==> src/design/rbli_pkg.sv <==
package rbli_pkg;

  // stored list capacity
  localparam int unsigned LIST_DEPTH = 16;
  localparam int unsigned IDX_W = (LIST_DEPTH > 1) ? $clog2(LIST_DEPTH) : 1;
  localparam int unsigned CNT_W = $clog2(LIST_DEPTH + 1);

  // open-ended response bound and its stand-in while comparing
  localparam logic signed [15:0] RESP_OPEN = -16'sd1;
  localparam logic signed [15:0] RESP_HIGH = 16'sd20000;

  // request kinds carried on tuser
  localparam logic [1:0] MODE_QUERY = 2'd0;
  localparam logic [1:0] MODE_LOAD  = 2'd1;
  localparam logic [1:0] MODE_CLEAR = 2'd2;

  // one box, first field in the highest bits
  typedef struct packed {
    logic signed [15:0] resp_hi;
    logic signed [15:0] resp_lo;
    logic        [15:0] item_hi;
    logic        [15:0] item_lo;
  } box_t;

  typedef enum logic [3:0] {
    ST_IDLE   = 4'b0001,
    ST_FETCH  = 4'b0010,
    ST_CHECK  = 4'b0100,
    ST_FINISH = 4'b1000
  } state_e;

  // open-ended bound maps to the high stand-in
  function automatic logic signed [15:0] open_to_high(input logic signed [15:0] r);
    return (r == RESP_OPEN) ? RESP_HIGH : r;
  endfunction

  // high stand-in maps back to open-ended
  function automatic logic signed [15:0] high_to_open(input logic signed [15:0] r);
    return (r == RESP_HIGH) ? RESP_OPEN : r;
  endfunction

endpackage

==> src/design/range_box_list_intersect.sv <==
// Box list intersection. A request of kind load (tuser 1) appends a box to the
// stored list, up to rbli_pkg::LIST_DEPTH boxes, further loads are dropped; kind
// clear (tuser 2) empties the list; kind 3 is dropped. None of these gives a
// result; tready stays high. A query (tuser 0) is intersected with every stored
// box, oldest first, and each non-empty intersection comes out as one result
// with tuser (hit) set; a response bound of -1 is open-ended, compared as 20000
// and given back as -1. The final result of a query has tlast set; a query that
// meets nothing gives a single result with hit clear, zero data and tlast set.
// A query steps from the accept through a fetch and a check per stored box, as
// the one compare unit is fed from the one read port of the list memory, to a
// closing step; a waiting output stretches that. s_axis_tready is low for the
// whole of a query. One result is held back until the next hit or the end of
// the scan, so that tlast can be placed on the right one.
module range_box_list_intersect (
  input  logic        clk_i,
  input  logic        rst_ni,
  input  logic        s_axis_tvalid,
  output logic        s_axis_tready,
  input  logic [63:0] s_axis_tdata,   // item_lo, item_hi, resp_lo, resp_hi
  input  logic [1:0]  s_axis_tuser,   // mode
  output logic        m_axis_tvalid,
  input  logic        m_axis_tready,
  output logic [63:0] m_axis_tdata,   // out_item_lo, out_item_hi, out_resp_lo, out_resp_hi
  output logic        m_axis_tuser,   // hit
  output logic        m_axis_tlast    // last
);

  localparam int unsigned IDX_W = rbli_pkg::IDX_W;
  localparam int unsigned CNT_W = rbli_pkg::CNT_W;

  rbli_pkg::state_e state_q, state_d;

  // stored list
  rbli_pkg::box_t mem_q [rbli_pkg::LIST_DEPTH];
  rbli_pkg::box_t rdata_q;
  logic [CNT_W-1:0] count_q, count_d;
  logic [IDX_W-1:0] idx_q, idx_d;

  // query box, response bounds already in compare form
  rbli_pkg::box_t qry_q;

  // held-back hit
  logic           pend_v_q, pend_v_d;
  rbli_pkg::box_t pend_q, pend_d;

  // output register
  logic           out_v_q, out_v_d;
  rbli_pkg::box_t out_q, out_d;
  logic           out_hit_q, out_hit_d;
  logic           out_last_q, out_last_d;

  logic in_req;
  logic out_free;
  logic load_en;
  logic last_entry;

  // shared compare unit
  logic        [15:0] cmp_ilo, cmp_ihi;
  logic signed [15:0] cmp_rlo, cmp_rhi, s_rlo, s_rhi;
  logic               cmp_hit;

  assign s_axis_tready = (state_q == rbli_pkg::ST_IDLE);
  assign in_req        = s_axis_tvalid && s_axis_tready;
  assign out_free      = !out_v_q || m_axis_tready;
  assign load_en       = in_req && (s_axis_tuser == rbli_pkg::MODE_LOAD)
                         && (count_q < CNT_W'(rbli_pkg::LIST_DEPTH));
  assign last_entry    = (CNT_W'(idx_q) + CNT_W'(1)) == count_q;

  assign m_axis_tvalid = out_v_q;
  assign m_axis_tdata  = out_q;
  assign m_axis_tuser  = out_hit_q;
  assign m_axis_tlast  = out_last_q;

  always_comb begin
    s_rlo   = rbli_pkg::open_to_high(rdata_q.resp_lo);
    s_rhi   = rbli_pkg::open_to_high(rdata_q.resp_hi);
    cmp_ilo = (qry_q.item_lo > rdata_q.item_lo) ? qry_q.item_lo : rdata_q.item_lo;
    cmp_ihi = (qry_q.item_hi < rdata_q.item_hi) ? qry_q.item_hi : rdata_q.item_hi;
    cmp_rlo = (qry_q.resp_lo > s_rlo) ? qry_q.resp_lo : s_rlo;
    cmp_rhi = (qry_q.resp_hi < s_rhi) ? qry_q.resp_hi : s_rhi;
    cmp_hit = (cmp_ihi >= cmp_ilo) && (cmp_rhi >= cmp_rlo);
  end

  // sequencer
  always_comb begin
    state_d    = state_q;
    count_d    = count_q;
    idx_d      = idx_q;
    pend_v_d   = pend_v_q;
    pend_d     = pend_q;
    out_v_d    = out_v_q && !m_axis_tready;
    out_d      = out_q;
    out_hit_d  = out_hit_q;
    out_last_d = out_last_q;

    case (state_q)
      rbli_pkg::ST_IDLE: begin
        if (in_req) begin
          case (s_axis_tuser)
            rbli_pkg::MODE_QUERY: begin
              idx_d    = '0;
              pend_v_d = 1'b0;
              state_d  = (count_q == '0) ? rbli_pkg::ST_FINISH : rbli_pkg::ST_FETCH;
            end
            rbli_pkg::MODE_LOAD: begin
              if (load_en) count_d = count_q + CNT_W'(1);
            end
            rbli_pkg::MODE_CLEAR: begin
              count_d = '0;
            end
            default: begin
            end
          endcase
        end
      end
      rbli_pkg::ST_FETCH: begin
        // memory read of idx_q lands in rdata_q
        state_d = rbli_pkg::ST_CHECK;
      end
      rbli_pkg::ST_CHECK: begin
        // a new hit pushes the held one out, so wait for room
        if (!(cmp_hit && pend_v_q && !out_free)) begin
          if (cmp_hit) begin
            if (pend_v_q) begin
              out_v_d    = 1'b1;
              out_d      = pend_q;
              out_hit_d  = 1'b1;
              out_last_d = 1'b0;
            end
            pend_v_d        = 1'b1;
            pend_d.item_lo  = cmp_ilo;
            pend_d.item_hi  = cmp_ihi;
            pend_d.resp_lo  = rbli_pkg::high_to_open(cmp_rlo);
            pend_d.resp_hi  = rbli_pkg::high_to_open(cmp_rhi);
          end
          if (last_entry) begin
            state_d = rbli_pkg::ST_FINISH;
          end else begin
            idx_d   = idx_q + IDX_W'(1);
            state_d = rbli_pkg::ST_FETCH;
          end
        end
      end
      rbli_pkg::ST_FINISH: begin
        if (out_free) begin
          out_v_d    = 1'b1;
          out_d      = pend_v_q ? pend_q : '0;
          out_hit_d  = pend_v_q;
          out_last_d = 1'b1;
          pend_v_d   = 1'b0;
          state_d    = rbli_pkg::ST_IDLE;
        end
      end
      default: begin
        state_d = rbli_pkg::ST_IDLE;
      end
    endcase
  end

  always_ff @(posedge clk_i or negedge rst_ni) begin
    if (!rst_ni) begin
      state_q  <= rbli_pkg::ST_IDLE;
      count_q  <= '0;
      pend_v_q <= 1'b0;
      out_v_q  <= 1'b0;
    end else begin
      state_q  <= state_d;
      count_q  <= count_d;
      pend_v_q <= pend_v_d;
      out_v_q  <= out_v_d;
    end
  end

  // payload registers
  always_ff @(posedge clk_i) begin
    idx_q      <= idx_d;
    pend_q     <= pend_d;
    out_q      <= out_d;
    out_hit_q  <= out_hit_d;
    out_last_q <= out_last_d;
    if (in_req && (s_axis_tuser == rbli_pkg::MODE_QUERY)) begin
      qry_q.item_lo <= s_axis_tdata[15:0];
      qry_q.item_hi <= s_axis_tdata[31:16];
      qry_q.resp_lo <= rbli_pkg::open_to_high(s_axis_tdata[47:32]);
      qry_q.resp_hi <= rbli_pkg::open_to_high(s_axis_tdata[63:48]);
    end
  end

  // list memory, one write and one registered read port
  always_ff @(posedge clk_i) begin
    if (load_en) begin
      mem_q[count_q[IDX_W-1:0]] <= s_axis_tdata;
    end
    rdata_q <= mem_q[idx_q];
  end

  // a miss result always closes the query
  assert property (@(posedge clk_i) disable iff (!rst_ni)
    (out_v_q && !out_hit_q) |-> out_last_q)
    else $error("miss result without last");

  // a miss result carries no box
  assert property (@(posedge clk_i) disable iff (!rst_ni)
    (out_v_q && !out_hit_q) |-> (out_q == '0))
    else $error("miss result with data");

  // list never grows past its capacity
  assert property (@(posedge clk_i) disable iff (!rst_ni)
    count_q <= CNT_W'(rbli_pkg::LIST_DEPTH))
    else $error("stored count overflow");

  // no held-back hit survives the end of a query
  assert property (@(posedge clk_i) disable iff (!rst_ni)
    (state_q == rbli_pkg::ST_IDLE) |-> !pend_v_q)
    else $error("held result left behind");

endmodule

==> config.mk <==
export PLATFORM = sky130hd
export DESIGN_NAME = range_box_list_intersect
export DESIGN_NICKNAME = d
export VERILOG_FILES = /design/src/design/rbli_pkg.sv /design/src/design/range_box_list_intersect.sv
export SDC_FILE = /design/constraint.sdc
export NUM_CORES = 1
export LEC_CHECK = 0
export ABC_AREA = 1
export BUFFER_PORTS_ARGS = -buffer_cell sky130_fd_sc_hd__buf_2
export CAP_MARGIN = 20
export CELL_PAD_IN_SITES_DETAIL_PLACEMENT = 0
export CELL_PAD_IN_SITES_GLOBAL_PLACEMENT = 2
export CORE_ASPECT_RATIO = 0.6
export CORE_UTILIZATION = 45
export DETAILED_ROUTE_END_ITERATION = 10
export PLACE_DENSITY_LB_ADDON = 0.1
export SLEW_MARGIN = 10
export SYNTH_ARGS = -nofsm -noshare
export SYNTH_HDL_FRONTEND = slang
export SYNTH_SLANG_ARGS = --single-unit
export TNS_END_PERCENT = 5
==> constraint.sdc <==
create_clock -name clk_i -period 9.5 [get_ports clk_i]
set_input_delay 2.375 -clock clk_i [delete_from_list [all_inputs] [get_ports clk_i]]
set_output_delay 2.375 -clock clk_i [all_outputs]
set_load 0.01 [all_outputs]
# --- Yosys cells after proc, flatten, opt, wreduce, memory -nomap -nowiden ---
# Memory sizes are Yosys's and may differ from the RTL's. A register that Yosys moved wholly into a read port is not among the register bits.
# Index checks and enable logic that the tools add are counted.
word_totals:
  in_bits: 70
  wordCells: 125
  latch_bits: 0
  ram_bits: 1024
  rom_bits: 0
  output_inout_bits: 68
  regBits: 209
  mem_count: 1
classes:
  n_mul: 0
  n_mux: 49
  n_reduce_logical: 24
  n_eq_ne: 21
  bitwise: 1
  div_mod_pow: 0
  add_sub_neg: 3
  magnitude_cmp: 7
  shifts: 0
mem_list:
  columns: ["memory", "words", "width", "read_ports", "rd_ports_with_merged_regs", "wr", "line", "rtl"]
  rows:
  - ["mem_q", 16, 64, 1, 1, 1, "range_box_list_intersect.sv:34", "rbli_pkg::box_t mem_q [rbli_pkg::LIST_DEPTH];"]
op_table:
  columns: ["op", "n"]
  rows:
  - ["$mux 64", 5]
  - ["$pmux 64 s2", 1]
  - ["$mux 16", 6]
  - ["$eq 16x1->1 const B", 4]
  - ["$mux 4", 10]
  - ["$eq 16x16->1 const B", 2]
  - ["$ge 16x16->1", 2]
  - ["$gt 16x16->1", 2]
  - ["$lt 16x16->1", 2]
  - ["$mux 1", 19]
  - ["$pmux 4 s4", 1]
  - ["$ne 2x2->1 const B", 6]
  - ["$pmux 5 s2", 1]
  - ["$reduce_and 5->1", 2]
  - ["$logic_and 1x1->1", 8]
  - ["$pmux 4 s2", 1]
  - ["$reduce_and 4->1", 2]
  - ["$pmux 1 s2", 3]
  - ["$reduce_and 6->1", 1]
  - ["$reduce_bool 2->1", 3]
  - ["$add 4x1->5 const B", 1]
  - ["$add 5x1->5 const B", 1]
  - ["$eq 5x5->1", 1]
  - ["$logic_not 5->1", 1]
  - ["other kinds (17)", 20]

# --- Logic depth before layout (Yosys ltp) ---
logic_depth:
  depth_word: 10
  ltp_mapped: 35
  ltp_nobuf: 34

# --- Worst setup path before layout ---
# OpenSTA, ideal clock, no wires.
synth_path:
  path_kind: "register to register"
  start: "reg, netlist name rdata_q[40]"
  end: "reg out_q, in the netlist m_axis_tdata[0], enable pin"
  t_arrival_ps: 6893
  path_stages_with_launch: 33
  n_path_buf: 2
  required_time_ps: 8988
  setup_ps: 512
  slack_ps: 2095
  period_less_slack_ps: 7405
  path_cell_list: "dfxtp_1 inv_1 nor4_1 nand4_1 inv_1 clkbuf_1 nor2_1 inv_1 ha_1 nand2_1 inv_1 a221oi_1 nor2_1 o21ai_0 nand3_1 nand2_1 buf_2 nand2_1 nand2_1 inv_1 ha_1 a21oi_1 o211ai_1 nand4_1 o211ai_1 nand2_1 nand2_1 xor2_1 nand2_1 nand2_1 inv_1 o21ai_0 a21oi_1"
synth_between:
  elab_chain_cells: 10
synth_rtl:
  columns: ["item", "line", "rtl"]
  rows:
  - ["$eq 16x1->1", "rbli_pkg.sv:34", "return (r == RESP_OPEN) ? RESP_HIGH : r;"]
  - ["$mux 16 *", "rbli_pkg.sv:34", null]
  - ["$gt 16x16->1", "range_box_list_intersect.sv:79", "cmp_rlo = (qry_q.resp_lo > s_rlo) ? qry_q.resp_lo : s_rlo;"]
  - ["$mux 16 *", "range_box_list_intersect.sv:79", null]
  - ["$ge 16x16->1 *", "range_box_list_intersect.sv:81", "cmp_hit = (cmp_ihi >= cmp_ilo) && (cmp_rhi >= cmp_rlo);"]
  - ["$logic_and 1x1->1 *", "range_box_list_intersect.sv:81", null]
  - ["$logic_and 1x1->1 (2 in a row)", "range_box_list_intersect.sv:122", "if (!(cmp_hit && pend_v_q && !out_free)) begin"]
  - ["$ne 2x2->1 (no source line)", null, null]
  - ["$reduce_and 5->1 (no source line) *", null, null]
  - ["end signal: assignment", "range_box_list_intersect.sv:178", "out_q <= out_d;"]
  - ["end: declaration", "range_box_list_intersect.sv:48", "rbli_pkg::box_t out_q, out_d;"]
# Mark *: on every way between the ends. The rest lies on a longest branch, timed or not.
# A chain may end at the register's enable or synchronous reset.

# --- Worst setup path in the final report ---
layout_path:
  start: "reg, netlist name rdata_q[37]"
  end: "reg pend_q[39] in the netlist's numbering, enable pin"
layout_between:
  elab_chain_cells: 10
layout_rtl:
  columns: ["item", "line", "rtl"]
  rows:
  - ["$eq 16x1->1", "rbli_pkg.sv:34", null]
  - ["$mux 16 *", "rbli_pkg.sv:34", null]
  - ["$gt 16x16->1", "range_box_list_intersect.sv:79", null]
  - ["$mux 16 *", "range_box_list_intersect.sv:79", null]
  - ["$ge 16x16->1 *", "range_box_list_intersect.sv:81", null]
  - ["$logic_and 1x1->1 *", "range_box_list_intersect.sv:81", null]
  - ["$logic_and 1x1->1 (2 in a row)", "range_box_list_intersect.sv:122", null]
  - ["$not 1->1 (no source line)", null, null]
  - ["$reduce_and 3->1 (no source line) *", null, null]
  - ["end signal: assignment", "range_box_list_intersect.sv:177", "pend_q <= pend_d;"]
  - ["end: declaration", "range_box_list_intersect.sv:44", "rbli_pkg::box_t pend_q, pend_d;"]
# Marks and branches as above.

==> impl_metrics.yaml <==
status:
  status: "complete, no violations"
final_layout:
  multiInputGateArea_sq_um: 12100
  final_layout_size_suffix_gt1_frac: 0.0991
  ff_latch_area_sq_um: 38300
  final_cell_area_sq_um: 59400
  fin_cells: 5755
  fillers: 10100
  num-nets-final: 4237
  syn_to_final_growth_pct: 11.9
die:
  fp.coreArea_sq_um: 117000
  start_util: 0.454
  io_pins: 138
  dieArea_sq_um: 119000
  die_h_um: 268
  fp.dieW_um: 445
  num_rows: 97
yosys:
  yosysWarnings: 0
  avgSynthCellArea_sq_um: 13.4
  postSynthNetCount: 4138
  synth-edff-count: 1222
  synthArstFlopShare: 0.00848
  netlist_area_sq_um: 53100
  synth_cells: 3969
  seq_area_frac_synth: 0.721
  synth-seq-cells: 1297
  ys.flop_type: "edfxtp_1"
  synth_cell_types: 43
routing:
  avgRoutedWirePerCell_um: 23.8
  dr.pass1.iters: 5
  vias_per_cell: 5.33
  drtAntennaViolNets: 0
  drt_wl_total_um: 137000
  dr.first_iter.drc_count: 2694
  num_vias: 30700
  drc_errors: 0
job:
  drv_cap: 0
sta:
  clock_skew_ps: 30.2
  hold_viol: 0
  tightest_slew_ps: 1130
  post-route-period-util: 0.762
  layout_setup_ws_ps: 2260
  drv_slew: 0
  setup_viol: 0
  timing.setup.tns_ps: 0
  holdWs_ps: 547
  rsz0062_at_grt: "no"
  slew_headroom: 0.249
  max_freq_mhz: 138
  min_period_ps: 7240
clocking:
  cts_hold_buf: 0
  postCtsSetupBuffers: 0
  htreeDepth: 3
  cts_tree: "built"
  numCtsBuffers: 119
  clkLatencyLatePin_ps: 750
  clk_pin_slew_worst_paths_ps: 60
  root_buffer: "clkbuf_16"
  clockBufferDepth: 3
  post_cts_resized: 0
  clock_sinks: 1297
global_routing:
  grt_pass1_wl_um: 200000
  grt_max_degree: 189
  grt_pass1_vias: 29000
  grt_antenna_before_repair: 11
  grt_usage: 0.230
  overflow: 0
worst_setup_path:
  worstPathArrival_ps: 7600
  start_kind: "register"
  end_kind: "register"
  critPathMaxStageDelay_ps: 740
  crit_required_ps: 9860
  rr_startpoint: "rdata_q[37]"
  r2r_slack_ps: 2260
  path_buf_inv: 7
  r2r-end: "pend_q[39]"
  crit_family: "simple AND/OR/NAND/NOR gates"
  path_max_fanout: 33
  r2r_cells: 27
  crit_path_frequent_cell: "nand2_1"
  critPathKind: "reg -> reg"
  cp_slowest_cell: "nor2_4"
pwr:
  p_per_area_nw_per_um2: 279
  peakVddDrop_mv: 0.168
  leakage_nw: 21.8
hold_path:
  holdPathEnd: "m_axis_tdata[13]"
  worstHoldPathType: "reg -> reg"
  holdPathStages: 2
  min_from: "pend_q[13]"
placement:
  postPlaceCellArea_sq_um: 55600
  place_congestion: 0.846
  dpl_worst_slack_ps: 2240
  place_hpwl_um: 75200
  dpl.cell_count: 5529
  port_buffers: 137
[cell usage in the layout, fill, tap and decap left out, drive strengths merged, types with 4 or more instances in the layout]
master and n:
dfrtp 10, clkinvlp 4, buf 197, clkbuf 159, ha 99, o21ai 359, clkinv 51, a21oi 313
nor2 182, o21a 4, nand3 113, mux2i 256, xor2 5, nand4 20, bufinv 7, nor3 9
o211ai 261, inv 542, nor4 9, edfxtp 1222, dfxtp 64, nand2 258
[registers in the layout, indices dropped and copies added (netlist names)]
register	count
m_axis_tdata	64
state_q	4
count_q	5
pend_v_q	1
m_axis_tvalid	1
pend_q	64
rdata_q	64
m_axis_tlast	1
qry_q	64
mem_q	1024
m_axis_tuser	1
idx_q	4
[through the flow]
step / utilization / total power, mW
5_1_grt: 0.508 / 17.5
2_1_floorplan: - / 10.3
4_1_cts: 0.508 / 16.7
3_3_place_gp: 0.475 / 12.0
3_5_place_dp: 0.476 / 12.0
6_report: 0.508 / 16.6
[worst reg2reg max path, delay by kind of cell, from the launching register on]
| family | cells | cell delay [ps] |
|---|---|---|
| buffers and inverters | 7 | 1230 |
| AND/OR/NAND/NOR | 13 | 3690 |
| adder cells (fa/ha/maj) | 2 | 630 |
| flip-flops | 1 | 320 |
| XOR/XNOR | 1 | 60 |
| AO/OA/AOI/OAI | 4 | 890 |
[cells in the mapped netlist (all sizes together) (5+ instances only)]
master	n	area (sq um)
dfxtp	64	1280
nor3	9	45.0
ha	99	1240
nand4	20	125
edfxtp	1222	36700
nand2	258	1010
buf	54	263
nand3	113	571
xor2	5	43.8
nor4	9	62.6
o21ai	359	1800
inv	541	2030
mux2i	256	2560
o211ai	261	1960
a21oi	313	1570
clkbuf	165	619
nor2	182	683
dfrtp	10	250
[where the power goes]
group | internal, mW | switching [mW]
logic | 1.59 | 3.56
registers | 6.62 | 0.128
clock network | 2.58 | 2.09
total | 10.8 | 5.77
[how the worst max path moves through the flow]
stage	cells past startpoint	slack, ps	startpoint	end
2_1_floorplan	32	2090	rdata_q[40]	m_axis_tdata[0]
3_3_place_gp	29	2390	rdata_q[36]	pend_q[62]
3_5_place_dp	26	2240	rdata_q[37]	pend_q[59]
4_1_cts	26	2200	rdata_q[37]	pend_q[39]
5_1_grt	29	1410	rdata_q[37]	pend_q[39]
6_report	27	2260	rdata_q[37]	pend_q[39]
[kinds of logic (layout without fill, tap and decap cells)]
kind of cell | Yosys count | after routing | share of synthesized area
other | 0 | 2 | 0
adders and majority gates | 99 | 99 | 0.0233
and+or+nand+nor | 595 | 595 | 0.0476
buffers and inverters | 760 | 960 | 0.0549
AOI/OAI and AO/OA | 956 | 956 | 0.104
muxes | 256 | 256 | 0.0483
DFF | 1297 | 1297 | 0.721
xor gates and xnor gates | 6 | 6 | 0.000991
[final cells by class]
class	instances	area share
diodes	2	0.0000843
clock buffers	159	0.0546
multi-input cells	1912	0.203
inverters	541	0.0344
clock inverters	63	0.00850
repair buffers	197	0.0213
well taps	1584	0.0334
flip-flops and latches	1297	0.645
[routing by layer]
layer,GRT usage,share of wire,wire length [um],vias to the layer above
li1,-,-,-,14500
met1,0.362,0.50,68100,15200
met2,0.337,0.43,58600,770
met3,0.0374,0.060,8200,147
met4,0.0415,0.014,1850,6
met5,0,0.00023,31,-
Note: power is estimated with default switching activity, not from simulation.
